### config.mk
export PLATFORM = sky130hd
export DESIGN_NAME = pi_controller_clamped_unit
export DESIGN_NICKNAME = d
export VERILOG_FILES = /design/src/hw/rtl/pic_pkg.sv /design/src/hw/rtl/pi_controller_clamped_unit.sv
export VERILOG_INCLUDE_DIRS = /design/src /design/src/hw/rtl
export SDC_FILE = /design/constraint.sdc
export NUM_CORES = 1
export LEC_CHECK = 0
export ABC_CLOCK_PERIOD_IN_PS = 8900
export BUFFER_PORTS_ARGS = -buffer_cell sky130_fd_sc_hd__buf_2
export CAP_MARGIN = 20
export CORE_MARGIN = 5
export CORE_UTILIZATION = 55
export DETAILED_ROUTE_END_ITERATION = 7
export MAX_ROUTING_LAYER = met4
export PLACE_DENSITY = 0.72
export SYNTH_ARGS = -nofsm -noshare
export SYNTH_HDL_FRONTEND = slang
export SYNTH_SLANG_ARGS = --single-unit
### constraint.sdc
create_clock -name clk -period 8.9 [get_ports clk]
set_clock_uncertainty 0.2 [all_clocks]
set_input_delay 0.89 -clock clk [delete_from_list [all_inputs] [get_ports clk]]
set_output_delay 0.89 -clock clk [all_outputs]
set_load 0.01 [all_outputs]
### src/hw/rtl/pi_controller_clamped_unit_macros.svh
// Assertion macros for the clamped PI regulator.
// Used by pi_controller_clamped_unit; expects signals clk and rst_n in scope.
`ifndef PI_CONTROLLER_CLAMPED_UNIT_MACROS_SVH
`define PI_CONTROLLER_CLAMPED_UNIT_MACROS_SVH

// Same-cycle implication, checked outside reset.
`define PIC_ASSERT_IMP(name, cond, prop, msg) \
    name: assert property (@(posedge clk) disable iff (!rst_n) (cond) |-> (prop)) \
        else $error(msg);

// Next-cycle implication, checked outside reset.
`define PIC_ASSERT_NXT(name, cond, prop, msg) \
    name: assert property (@(posedge clk) disable iff (!rst_n) (cond) |=> (prop)) \
        else $error(msg);

`endif

### src/hw/rtl/pic_pkg.sv
// Shared types and constants of the clamped PI regulator.
// No dependencies; imported by pi_controller_clamped_unit.
`timescale 1ns / 1ps

package pic_pkg;

    // Field widths of the Q16.16 datapath.
    localparam int DATA_W    = 32;
    localparam int PERIOD_W  = 31;
    localparam int CFG_IDX_W = 3;

    typedef logic signed [DATA_W-1:0] q16_t;

    // Configuration register indexes.
    localparam logic [CFG_IDX_W-1:0] REG_GAIN_PROP     = 3'd0;
    localparam logic [CFG_IDX_W-1:0] REG_GAIN_INTEG    = 3'd1;
    localparam logic [CFG_IDX_W-1:0] REG_SAMPLE_PERIOD = 3'd2;
    localparam logic [CFG_IDX_W-1:0] REG_OUTPUT_MAX    = 3'd3;
    localparam logic [CFG_IDX_W-1:0] REG_OUTPUT_MIN    = 3'd4;
    localparam logic [CFG_IDX_W-1:0] REG_DEAD_BAND     = 3'd5;

    // Item operation codes.
    localparam logic OP_COMPUTE = 1'b0;
    localparam logic OP_CLEAR   = 1'b1;

    // Reset values of the limits and dead band (dead band is about 0.0001).
    localparam q16_t                OUT_MAX_RST   = 32'sh7FFF_FFFF;
    localparam q16_t                OUT_MIN_RST   = 32'sh8000_0000;
    localparam logic [PERIOD_W-1:0] DEAD_BAND_RST = 31'd7;

    // Serial multiplier: one multiplier bit per cycle, sign bit last.
    localparam logic [4:0] MUL_LAST = 5'd31;

    // Saturate a 50-bit signed value to signed 32 bits.
    function automatic q16_t sat_q16(input logic signed [49:0] x);
        q16_t y;
        if (!x[49] && (|x[48:31])) begin
            y = OUT_MAX_RST;
        end else if (x[49] && !(&x[48:31])) begin
            y = OUT_MIN_RST;
        end else begin
            y = x[31:0];
        end
        return y;
    endfunction

endpackage

### src/hw/rtl/pi_controller_clamped_unit.sv
// Clamped PI regulator in signed Q16.16, with a bit-serial shared multiplier.
// Depends on pic_pkg and pi_controller_clamped_unit_macros.svh.
`timescale 1ns / 1ps
`include "pi_controller_clamped_unit_macros.svh"

// Usage:
// Configuration writes come on the cfg channel (index, data); cfg_ready is
// always high and a write takes effect at the accepting edge. Write only while
// the block is idle. An input item carries op, reference, action_in and
// measured; every item gives exactly one result item (drive, clamped).
// A compute item runs three shift-add multiplications (T*e, Ki*s, Kp*e) on
// one shared serial multiplier together with the steps SAT, DB, RND_S, RND_I,
// CAND, RND_P, SUM_U and LIMIT; its result is loaded at the same edge at which
// in_ready rises again, so no new item is taken while one is in work. A clear
// item zeroes the integrator and produces drive = 0.
// The result sits in an output register; a new item is taken while it
// waits. If the receiver stalls, the next result holds in the final step
// until the output register is free, and no item is taken meanwhile.
// Reset clears the integrator, the output register and the control state
// and restores register defaults (limits at full range, dead band 7).
module pi_controller_clamped_unit (
    input  logic                             clk,
    input  logic                             rst_n,
    input  logic                             cfg_valid,
    output logic                             cfg_ready,
    input  logic [pic_pkg::CFG_IDX_W-1:0]    cfg_index,
    input  logic [pic_pkg::DATA_W-1:0]       cfg_data,
    input  logic                             in_valid,
    output logic                             in_ready,
    input  logic                             op,
    input  pic_pkg::q16_t                    reference,
    input  pic_pkg::q16_t                    action_in,
    input  pic_pkg::q16_t                    measured,
    output logic                             out_valid,
    input  logic                             out_ready,
    output pic_pkg::q16_t                    drive,
    output logic                             clamped
);
    import pic_pkg::*;

    typedef enum logic [3:0] {
        ST_IDLE,
        ST_SAT,
        ST_DB,
        ST_MUL_TE,
        ST_RND_S,
        ST_MUL_KS,
        ST_RND_I,
        ST_CAND,
        ST_MUL_KE,
        ST_RND_P,
        ST_SUM_U,
        ST_LIMIT,
        ST_CLEAR
    } state_t;

    // Configuration registers.
    q16_t                gain_prop_reg;
    q16_t                gain_integ_reg;
    logic [PERIOD_W-1:0] period_reg;
    q16_t                out_max_reg;
    q16_t                out_min_reg;
    logic [PERIOD_W-1:0] dead_band_reg;

    // Control state and output register.
    state_t     state_reg, state_next;
    logic [4:0] bit_cnt_reg, bit_cnt_next;
    logic       out_valid_reg, out_valid_next;
    q16_t       drive_reg, drive_next;
    logic       clamped_reg, clamped_next;
    q16_t       integ_reg, integ_next;

    // Datapath registers.
    logic signed [33:0] sum_reg, sum_next;
    q16_t               e_reg, e_next;
    logic signed [32:0] mcand_reg, mcand_next;
    logic [31:0]        mplier_reg, mplier_next;
    logic signed [32:0] hi_reg, hi_next;
    logic [31:0]        lo_reg, lo_next;
    logic signed [48:0] inc_reg, inc_next;
    q16_t               cand_reg, cand_next;
    logic signed [48:0] pe_reg, pe_next;
    logic signed [49:0] u_reg, u_next;

    // Combinational helpers.
    logic signed [33:0] mcand_ext;
    logic signed [33:0] mul_addend;
    logic signed [33:0] mul_sum;
    logic signed [48:0] rnd_val;
    q16_t               e_sat;
    logic [32:0]        e_mag;
    q16_t               e_db;
    logic signed [49:0] max_ext;
    logic signed [49:0] min_ext;
    logic               res_load;

    assign cfg_ready = 1'b1;
    assign in_ready  = (state_reg == ST_IDLE);
    assign out_valid = out_valid_reg;
    assign drive     = drive_reg;
    assign clamped   = clamped_reg;

    // Configuration write decoder; unknown indexes are dropped.
    always_ff @(posedge clk or negedge rst_n)
    begin
        if (!rst_n)
        begin
            gain_prop_reg  <= '0;
            gain_integ_reg <= '0;
            period_reg     <= '0;
            out_max_reg    <= OUT_MAX_RST;
            out_min_reg    <= OUT_MIN_RST;
            dead_band_reg  <= DEAD_BAND_RST;
        end
        else if (cfg_valid && cfg_ready)
        begin
            unique case (cfg_index)
                REG_GAIN_PROP:     gain_prop_reg  <= cfg_data;
                REG_GAIN_INTEG:    gain_integ_reg <= cfg_data;
                REG_SAMPLE_PERIOD: period_reg     <= cfg_data[PERIOD_W-1:0];
                REG_OUTPUT_MAX:    out_max_reg    <= cfg_data;
                REG_OUTPUT_MIN:    out_min_reg    <= cfg_data;
                REG_DEAD_BAND:     dead_band_reg  <= cfg_data[PERIOD_W-1:0];
                default:           ;
            endcase
        end
    end

    // Serial multiplier step: add or subtract the multiplicand, shift right.
    // The last (sign) bit of the multiplier carries negative weight.
    assign mcand_ext  = {mcand_reg[32], mcand_reg};
    assign mul_addend = !mplier_reg[0] ? 34'sd0 :
                        (bit_cnt_reg == MUL_LAST) ? -mcand_ext : mcand_ext;
    assign mul_sum    = {hi_reg[32], hi_reg} + mul_addend;

    // Q32.32 to Q16.16, round half up: floor(p / 2^16) plus bit 15 of p.
    assign rnd_val = $signed({hi_reg, lo_reg[31:16]}) + $signed({48'd0, lo_reg[15]});

    // Error saturation and dead band.
    assign e_sat = sat_q16({{16{sum_reg[33]}}, sum_reg});
    assign e_mag = e_reg[31] ? (33'd0 - {1'b1, e_reg}) : {1'b0, e_reg};
    assign e_db  = (e_mag < {2'b00, dead_band_reg}) ? '0 : e_reg;

    // Limits widened to the output sum.
    assign max_ext = {{18{out_max_reg[31]}}, out_max_reg};
    assign min_ext = {{18{out_min_reg[31]}}, out_min_reg};

    // A result moves into the output register when that register is free.
    assign res_load = ((state_reg == ST_LIMIT) || (state_reg == ST_CLEAR)) &&
                      (!out_valid_reg || out_ready);

    // Sequencer and datapath next-state logic.
    always_comb
    begin
        state_next     = state_reg;
        bit_cnt_next   = bit_cnt_reg;
        out_valid_next = out_valid_reg;
        drive_next     = drive_reg;
        clamped_next   = clamped_reg;
        integ_next     = integ_reg;
        sum_next       = sum_reg;
        e_next         = e_reg;
        mcand_next     = mcand_reg;
        mplier_next    = mplier_reg;
        hi_next        = hi_reg;
        lo_next        = lo_reg;
        inc_next       = inc_reg;
        cand_next      = cand_reg;
        pe_next        = pe_reg;
        u_next         = u_reg;

        if (out_valid_reg && out_ready)
        begin
            out_valid_next = 1'b0;
        end

        unique case (state_reg)
            ST_IDLE:
            begin
                if (in_valid)
                begin
                    sum_next = {{2{reference[31]}}, reference}
                             + {{2{action_in[31]}}, action_in}
                             - {{2{measured[31]}}, measured};
                    state_next = (op == OP_CLEAR) ? ST_CLEAR : ST_SAT;
                end
            end
            ST_SAT:
            begin
                e_next     = e_sat;
                state_next = ST_DB;
            end
            ST_DB:
            begin
                e_next       = e_db;
                mplier_next  = e_db;
                mcand_next   = {2'b00, period_reg};
                hi_next      = '0;
                bit_cnt_next = '0;
                state_next   = ST_MUL_TE;
            end
            ST_MUL_TE, ST_MUL_KS, ST_MUL_KE:
            begin
                hi_next      = mul_sum[33:1];
                lo_next      = {mul_sum[0], lo_reg[31:1]};
                mplier_next  = {1'b0, mplier_reg[31:1]};
                bit_cnt_next = bit_cnt_reg + 5'd1;
                if (bit_cnt_reg == MUL_LAST)
                begin
                    if (state_reg == ST_MUL_TE)
                    begin
                        state_next = ST_RND_S;
                    end
                    else if (state_reg == ST_MUL_KS)
                    begin
                        state_next = ST_RND_I;
                    end
                    else
                    begin
                        state_next = ST_RND_P;
                    end
                end
            end
            ST_RND_S:
            begin
                mplier_next  = sat_q16({rnd_val[48], rnd_val});
                mcand_next   = {gain_integ_reg[31], gain_integ_reg};
                hi_next      = '0;
                bit_cnt_next = '0;
                state_next   = ST_MUL_KS;
            end
            ST_RND_I:
            begin
                inc_next   = rnd_val;
                state_next = ST_CAND;
            end
            ST_CAND:
            begin
                cand_next    = sat_q16({{18{integ_reg[31]}}, integ_reg}
                                       + {inc_reg[48], inc_reg});
                mplier_next  = e_reg;
                mcand_next   = {gain_prop_reg[31], gain_prop_reg};
                hi_next      = '0;
                bit_cnt_next = '0;
                state_next   = ST_MUL_KE;
            end
            ST_RND_P:
            begin
                pe_next    = rnd_val;
                state_next = ST_SUM_U;
            end
            ST_SUM_U:
            begin
                u_next     = {pe_reg[48], pe_reg} + {{18{cand_reg[31]}}, cand_reg};
                state_next = ST_LIMIT;
            end
            ST_LIMIT:
            begin
                // Clamp; the integrator only advances on an unclamped step.
                if (res_load)
                begin
                    out_valid_next = 1'b1;
                    if (u_reg > max_ext)
                    begin
                        drive_next   = out_max_reg;
                        clamped_next = 1'b1;
                    end
                    else if (u_reg < min_ext)
                    begin
                        drive_next   = out_min_reg;
                        clamped_next = 1'b1;
                    end
                    else
                    begin
                        drive_next   = u_reg[31:0];
                        clamped_next = 1'b0;
                        integ_next   = cand_reg;
                    end
                    state_next = ST_IDLE;
                end
            end
            ST_CLEAR:
            begin
                if (res_load)
                begin
                    out_valid_next = 1'b1;
                    drive_next     = '0;
                    clamped_next   = 1'b0;
                    integ_next     = '0;
                    state_next     = ST_IDLE;
                end
            end
            default:
            begin
                state_next = ST_IDLE;
            end
        endcase
    end

    // State, integrator and output register.
    always_ff @(posedge clk or negedge rst_n)
    begin
        if (!rst_n)
        begin
            state_reg     <= ST_IDLE;
            bit_cnt_reg   <= '0;
            out_valid_reg <= 1'b0;
            drive_reg     <= '0;
            clamped_reg   <= 1'b0;
            integ_reg     <= '0;
        end
        else
        begin
            state_reg     <= state_next;
            bit_cnt_reg   <= bit_cnt_next;
            out_valid_reg <= out_valid_next;
            drive_reg     <= drive_next;
            clamped_reg   <= clamped_next;
            integ_reg     <= integ_next;
        end
    end

    // Datapath registers, no reset needed.
    always_ff @(posedge clk)
    begin
        sum_reg    <= sum_next;
        e_reg      <= e_next;
        mcand_reg  <= mcand_next;
        mplier_reg <= mplier_next;
        hi_reg     <= hi_next;
        lo_reg     <= lo_next;
        inc_reg    <= inc_next;
        cand_reg   <= cand_next;
        pe_reg     <= pe_next;
        u_reg      <= u_next;
    end

    // The multiplier bit counter advances by one through every serial pass.
    `PIC_ASSERT_NXT(a_mul_count,
        (((state_reg == ST_MUL_TE) || (state_reg == ST_MUL_KS) ||
          (state_reg == ST_MUL_KE)) && (bit_cnt_reg != MUL_LAST)),
        (bit_cnt_reg == ($past(bit_cnt_reg) + 5'd1)),
        "serial multiplier count skipped")

    // A clear item leaves a zero integrator and a zero, unclamped result.
    `PIC_ASSERT_NXT(a_clear_result,
        ((state_reg == ST_CLEAR) && res_load),
        ((integ_reg == '0) && (drive_reg == '0) && !clamped_reg && out_valid_reg),
        "clear item did not zero the integrator and result")

    // The integrator only changes when a result is loaded.
    `PIC_ASSERT_NXT(a_integ_hold,
        (!res_load),
        $stable(integ_reg),
        "integrator changed outside a result load")

endmodule

==> results of run 1 <==
## routing by layer
layer  wire length [µm]  part of all wire [%]
met1              45000                    41
met2              52600                    48
met3               7650                   7.0
met4               3830                   3.5
met5                  0                     0
## worst register-to-register path: cells and delay by family (launching register included)
kind                       cells  cell delay (ps)
and+or+nand+nor                6             2320
AOI/OAI and AO/OA              9             1870
DFF                            1              500
adders and majority gates      1              260
buffers and inverters          1              240
xor gates and xnor gates       1              150
## cell families after synthesis
family                     after synthesis  synth area share, %
AOI/OAI and AO/OA                     1157                 18.7
and+or+nand+nor                        949                 11.9
DFF                                    625                 43.8
buffers and inverters                  490                 4.73
adders and majority gates              335                 11.2
xor gates and xnor gates               235                 5.16
muxes                                  165                 4.54
other                                    1              0.00939
## synthesized netlist by cell type (all sizes together) (36+ instances only)
master  instances
a21o          154
nand4          54
a21oi         294
o21ai         289
and2           49
or3            51
a22oi          38
xor2           58
nand2         252
clkbuf        150
xnor2         177
nand2b         44
edfxtp        360
inv           319
mux2i          36
nor2          192
a22o           36
ha            300
nor3           90
dfrtp         230
mux2          129
nand3          65
## power by group
part           switching [µW]  internal, µW  total, µW
clock                    1190          1600       2790
sequential                801          4480       5280
combinational            4370          2810       7180
## per-stage QoR
stage               total power [µW]  worst slack (ps)  hold slack, ps
floorplan                      10200              3570             226
global placement               12200              3180             237
detailed placement             12400              3080             245
CTS                            15200              3070             162
global route                   16200              2760             187
finish                         15300              3070             146
## placed cells by master (no fill, tap or decap), types with 24 or more instances in the layout
cell type,Yosys,final
mux2i_1,36,36
a22oi_1,38,38
a2bb2oi_1,28,28
buf_2,5,170
nand2_1,252,251
o22ai_1,33,33
inv_1,318,318
clkbuf_16,0,68
xnor2_1,177,177
mux2_2,129,129
or3_1,51,50
a21oi_1,294,293
edfxtp_1,360,360
nor3_1,90,88
fa_1,35,35
nor2_1,192,184
buf_4,5,31
nand2b_1,43,42
a211oi_1,24,24
nand3_1,65,65
a22o_1,36,36
ha_1,300,300
a221oi_1,29,29
and3_1,31,31
and2_1,49,49
a21o_1,154,154
xor2_1,58,58
dfrtp_1,230,228
o2bb2ai_1,33,33
o21a_1,29,29
nand4_1,54,54
o21bai_1,30,30
nor2b_1,28,27
o21ai_0,283,282
dfstp_2,35,35
## area by class of cell
cell class                      instances  area [µm²]
Inverter                              319        1200
Tap cell                              950        1190
Multi-Input combinational cell       2842       20700
Timing Repair Buffer                  207        1180
Clock buffer                           91        1820
Fill cell                            5998       27800
Sequential cell                       625       17500
Clock inverter                         34         340
## worst min path at each step
stage | from | endpoint | slack, ps
after global routing | rst_n | drive[18] | 190
after floorplan | lo_reg[27] | lo_reg[26] | 230
after CTS | rst_n | drive[18] | 160
after global placement | lo_reg[16] | lo_reg[15] | 240
after detailed placement | lo_reg[16] | lo_reg[15] | 240
final | rst_n | drive[18] | 150
==> flow_metrics.tcl, run 1 <==
set metrics [dict create \
    detail_route.drc_violations 0 \
    clock_insertion_delay_worst_skew_ps 610 \
    timing.final.hold_violations 0 \
    peakVddDrop_uv 243 \
    drt_pre_antenna_iters 5 \
    max-slew-margin-rel_pct 22.2 \
    antenna_cells 0 \
    grt.busiest_layer "met2" \
    achievable-frequency_ghz 0.171 \
    path_buf_inv 1 \
    global_route_wire_length_before_repair_mm 169 \
    reg2reg_depth 18 \
    worstPathRequired_ps 9010 \
    rrSetupSlack_ps 3070 \
    number_of_setup_buffers_added_after_cts 0 \
    synth-seq-cells 625 \
    cts-buffers-inserted 68 \
    synth_area_um2 39900 \
    crit_path_max_fanout 31 \
    place_congestion 0.950 \
    count_of_hold_buffers_inserted_by_post_cts_repair 0 \
    stdcell_area_um2 43900 \
    global_route.usage.met3_pct 3.62 \
    rows 98 \
    clock_sink_count 625 \
    coreArea_um2 71700 \
    total_vias_in_the_final_route 31100 \
    critPathMaxStageDelay_ps 590 \
    post_synth_inst_count 3957 \
    final-instance-count-excl-fill 5068 \
    critical_path.startpoint_type "flip-flop" \
    end_kind "flip-flop" \
    ant_nets 0 \
    drtIter0Drc 2778 \
    synth-edff-count 360 \
    critPathCapture "e_reg[29]" \
    grt_max_degree 164 \
    final.period_utilization_pct 65.6 \
    synth.avg_cell_area_um2 10.1 \
    worst_path_max_delay_cell "or4_4" \
    synth_top_area_share_pct 27.1 \
    post_dp_hpwl_mm 78.9 \
    die_x_um 279 \
    cts_root_buffer "clkbuf_16" \
    synthesis.nets 4429 \
    globalRoute.totalOverflow 0 \
    data_arrival_time_of_the_critical_path_ps 5940 \
    die_outline_area_um2 78100 \
    synth_async_sr_flop_share_pct 42.4 \
    placement.io_buffers 171 \
    power.leakage_uw 0.0188 \
    die_y_um 279 \
    grt.total_usage_pct 28.0 \
    crit_type "reg2reg" \
    cts.clk_slew.worst_paths_ps 60 \
    gr-usage-met2_pct 46.1 \
    minimum_clock_period_after_layout_ps 5830 \
    main_area_contributors_after_synthesis "edfxtp_1 (27%), dfrtp_1 (14%), ha_1 (9.4%)" \
    via_density_per_instance 6.14 \
    grt_setup_unrepaired "no" \
    p_per_area_nw_per_um2 347 \
    start_util_pct 55.7 \
    drt-total-wl_mm 109 \
    areaGrowthSynthToFinish_pct 9.98 \
    cts_h_tree_lvls 3 \
    synth_seq_area_share_pct 43.8 \
    timing.final.setup_violations 0 \
    worstReg2RegStart "e_reg[10]" \
    dpl_cell_area_um2 41700 \
    wl_per_cell_um 21.5 \
    met1_usage_pct 36.3 \
    cts_tree "yes" \
    grt_pass1_vias 30100 \
    critical_path.cell_chain "or4_4, or4_1, or3_1, or3_1, or3_1, nand2b_1, o31ai_1, xnor2_1, ha_1, a21o_1, a21o_1, a21oi_1, a21oi_1, a221oi_1, o21ai_1, buf_4, o21a_4, o2bb2ai_1" \
    holdCritPathClass "in2async" \
    critPathMostFrequentCell "or3_1" \
    yosysUniqueCellTypes 84 \
    run_status "complete, no violations" \
    crit_family "simple AND/OR/NAND/NOR gates" \
    drive_above_1_share_pct 12.9 \
    r2r_end "e_reg[29]" \
    design.final.nets 4535 \
    boundaryPins 173 \
    placedCellCount 4939 \
    finish.utilization_pct 61.2 \
    drv_cap 0 \
    cts-resized-gates 0 \
    synth_flop_cell "edfxtp_1" \
    cts-root-to-sink-buffers 3 \
    cp-startpoint "e_reg[10]" \
    cp.depth 18 \
    initial_antenna_violation_count 8 \
    synth.yosys.warnings 0 \
    largest_reg_flops 50 \
    synth_top_cell_by_area "edfxtp_1" \
    pins_over_slew_limit 0 \
    worst_pin_slew_ps 1160 \
    final.setup.tns_ps 0 \
]
(Power assumes the default switching activity.)
==> run 2: changes to the inputs <==
Settings changed: ABC_CLOCK_PERIOD_IN_PS 8900 to 5300, PLACE_DENSITY 0.72 to 0.75.
Clock period 8.9 ns to 5.3 ns, I/O delays scaled along.
==> flow_metrics.tcl, run 2 (synthesis gave the netlist of run 1 again) <==
set metrics [dict create \
    cts_tree "yes" \
    start_util_pct 55.7 \
    path_buf_inv 1 \
    power_frac_comb_pct 48.0 \
    failed_checks "negative setup slack" \
    coreArea_um2 71700 \
    timing.final.setup_violations 60 \
    cts_root_buffer "clkbuf_16" \
    boundaryPins 173 \
    grt.total_usage_pct 27.9 \
    drt-total-wl_mm 109 \
    cts_h_tree_lvls 3 \
    worst_pin_slew_ps 1280 \
    wl_per_cell_um 21.4 \
    layout.filler_cells 5888 \
    drv_cap 0 \
    achievable-frequency_ghz 0.185 \
    place_congestion 0.936 \
    design.final.nets 4572 \
    die_outline_area_um2 78100 \
    power_frac_seq_pct 33.8 \
    fin_hold_ws_ps 33.5 \
    holdCritPathClass "in2reg" \
    data_arrival_time_of_the_critical_path_ps 5560 \
    run_status "complete, but fails checks" \
    mostFrequentLayoutCells "edfxtp_1 (360), inv_1 (318), ha_1 (300), a21oi_1 (289), o21ai_0 (265)" \
    cts-root-to-sink-buffers 3 \
    final.period_utilization_pct 102 \
    detail_route.drc_violations 0 \
    timing.final.hold_violations 0 \
    clock_sink_count 625 \
    p_per_area_nw_per_um2 587 \
    drt_pre_antenna_iters 6 \
    critical_path.startpoint_type "flip-flop" \
    global_route_wire_length_before_repair_mm 169 \
    max-slew-margin-rel_pct 14.6 \
    post-route-worst-setup-slack_ps -112 \
    cts-buffers-inserted 67 \
    areaGrowthSynthToFinish_pct 11.7 \
    worstPathRequired_ps 5440 \
    total_vias_in_the_final_route 31300 \
    power.clock.fraction_pct 18.2 \
    layout.cells.most_common "edfxtp_1" \
    number_of_setup_buffers_added_after_cts 0 \
    crit_family "simple AND/OR/NAND/NOR gates" \
    peakVddDrop_uv 313 \
    rows 98 \
    largest_reg_flops 50 \
    die_x_um 279 \
    grt_setup_unrepaired "yes" \
    die_y_um 279 \
    crit_type "reg2reg" \
    placement.io_buffers 171 \
    power.leakage_uw 0.0191 \
    initial_antenna_violation_count 6 \
    globalRoute.totalOverflow 0 \
    reg2reg_depth 18 \
    ant_nets 0 \
    grt_pass1_vias 30200 \
    critPathMaxStageDelay_ps 550 \
    critical_path.cell_chain "or4_4, or4_4, or3_4, or3_4, or3_4, nand2b_4, o31ai_4, xnor2_1, ha_1, a21o_1, a21o_1, a21oi_4, o2111ai_2, a221oi_2, o21ai_4, buf_12, a21o_1, o2bb2ai_1" \
    power.share.switching_pct 41.5 \
    minimum_clock_period_after_layout_ps 5410 \
    timing.hold.worst_path_depth 2 \
    grt_max_degree 120 \
    drtIter0Drc 2999 \
    crit_path_max_fanout 8 \
    end_kind "flip-flop" \
    post_dp_hpwl_mm 79.4 \
    via_density_per_instance 6.14 \
    cts.clk_slew.worst_paths_ps 60 \
    worst_path_max_delay_cell "or4_4" \
    cp.depth 18 \
    power.internal_uw 15300 \
    drive_above_1_share_pct 14.8 \
    net-switching-power_uw 10900 \
    power_uw 26200 \
    clock_insertion_delay_worst_skew_ps 620 \
    pins_over_slew_limit 0 \
]
-- run 2: cell types whose count changed in the layout (fill, tap and decap cells not counted), sizes merged --
cell	previous run	this run
o21a	30	33
dlygate4sd3	0	2
buf	206	238
diode	0	1
clkbuf	92	94
inv	327	325
clkinvlp	3	1
bufinv	5	4
-- run 2: power by group through the flow --
stage	Sequential, µW	Clock, µW	Combinational (µW)
floorplan	8330	0	8860
global placement	8810	0	11800
detailed placement	8860	0	12000
CTS	8780	4820	12100
global route	8960	5030	13800
finish	8830	4760	12600
-- run 2: final cells by class --
| class | instances | area, µm² | area share (%) |
|---|---|---|---|
| timing repair buffer | 242 | 1510 | 3.38 |
| antenna | 1 | 2.50 | 0.00561 |
| multi-input combinational | 2845 | 21000 | 47.1 |
| inverter | 319 | 1200 | 2.68 |
| sequential | 625 | 17500 | 39.2 |
| clock inverter | 29 | 272 | 0.609 |
| clock buffer | 92 | 1960 | 4.38 |
| tap | 950 | 1190 | 2.67 |
-- run 2: final timing paths --
kind / slack (ps) / to / from
hold / removal: 30 / sum_reg[0] / reference[0]
setup reg to reg: -110 / mplier_reg[22] / e_reg[10]
max in group asynchronous: 3330 / state_reg[0] / rst_n
setup / recovery: -110 / mplier_reg[22] / e_reg[10]
min in group asynchronous: 390 / out_min_reg[18] / rst_n
hold reg to reg: 270 / lo_reg[26] / lo_reg[27]
-- run 2: worst reg2reg max path: stages (launching register included) --
cell and delay (ps):
edfxtp_1 390, or4_4 550, or4_4 430, or3_4 340, or3_4 340, or3_4 340, nand2b_4 160, o31ai_4 250
xnor2_1 100, ha_1 330, a21o_1 170, a21o_1 190, a21oi_4 160, o2111ai_2 130, a221oi_2 330, o21ai_4 220
buf_12 200, a21o_1 190, o2bb2ai_1 130
-- run 2: stage by stage --
step	utilization, %	instance area, µm²	TNS (ps)	setup slack (ps)	instances
finish	62.2	44600	-3510	-112	5103
global route	62.2	44600	-12770	-246	5102
CTS	61.7	44200	-38.1	-23.7	5096
detailed placement	58.5	41900	-6050	-171	4972
global placement	58.5	41900	-611	-53.4	4972
floorplan	-	39900	-10.7	-10.7	3957
-- run 2: per-layer routing --
layer  vias up  GRT usage (%)  wire, µm  part of all wire (%)
li1      14800              -         -                     -
met1     15200           36.2     44700                    41
met2      1129           46.2     53100                    49
met3       190           4.38      8320                   7.6
met4         0           7.57      3130                   2.9
met5         -              -         0                     0
-- run 2: what timing repair did --
action | CTS | global route
hold buffers | 2 | 0
cloned | 1 | 4
hold endpoints to repair | 82 | 0
resized for setup | 6 | 68
pin swaps | 1 | 15
setup endpoints to repair | 63 | 72
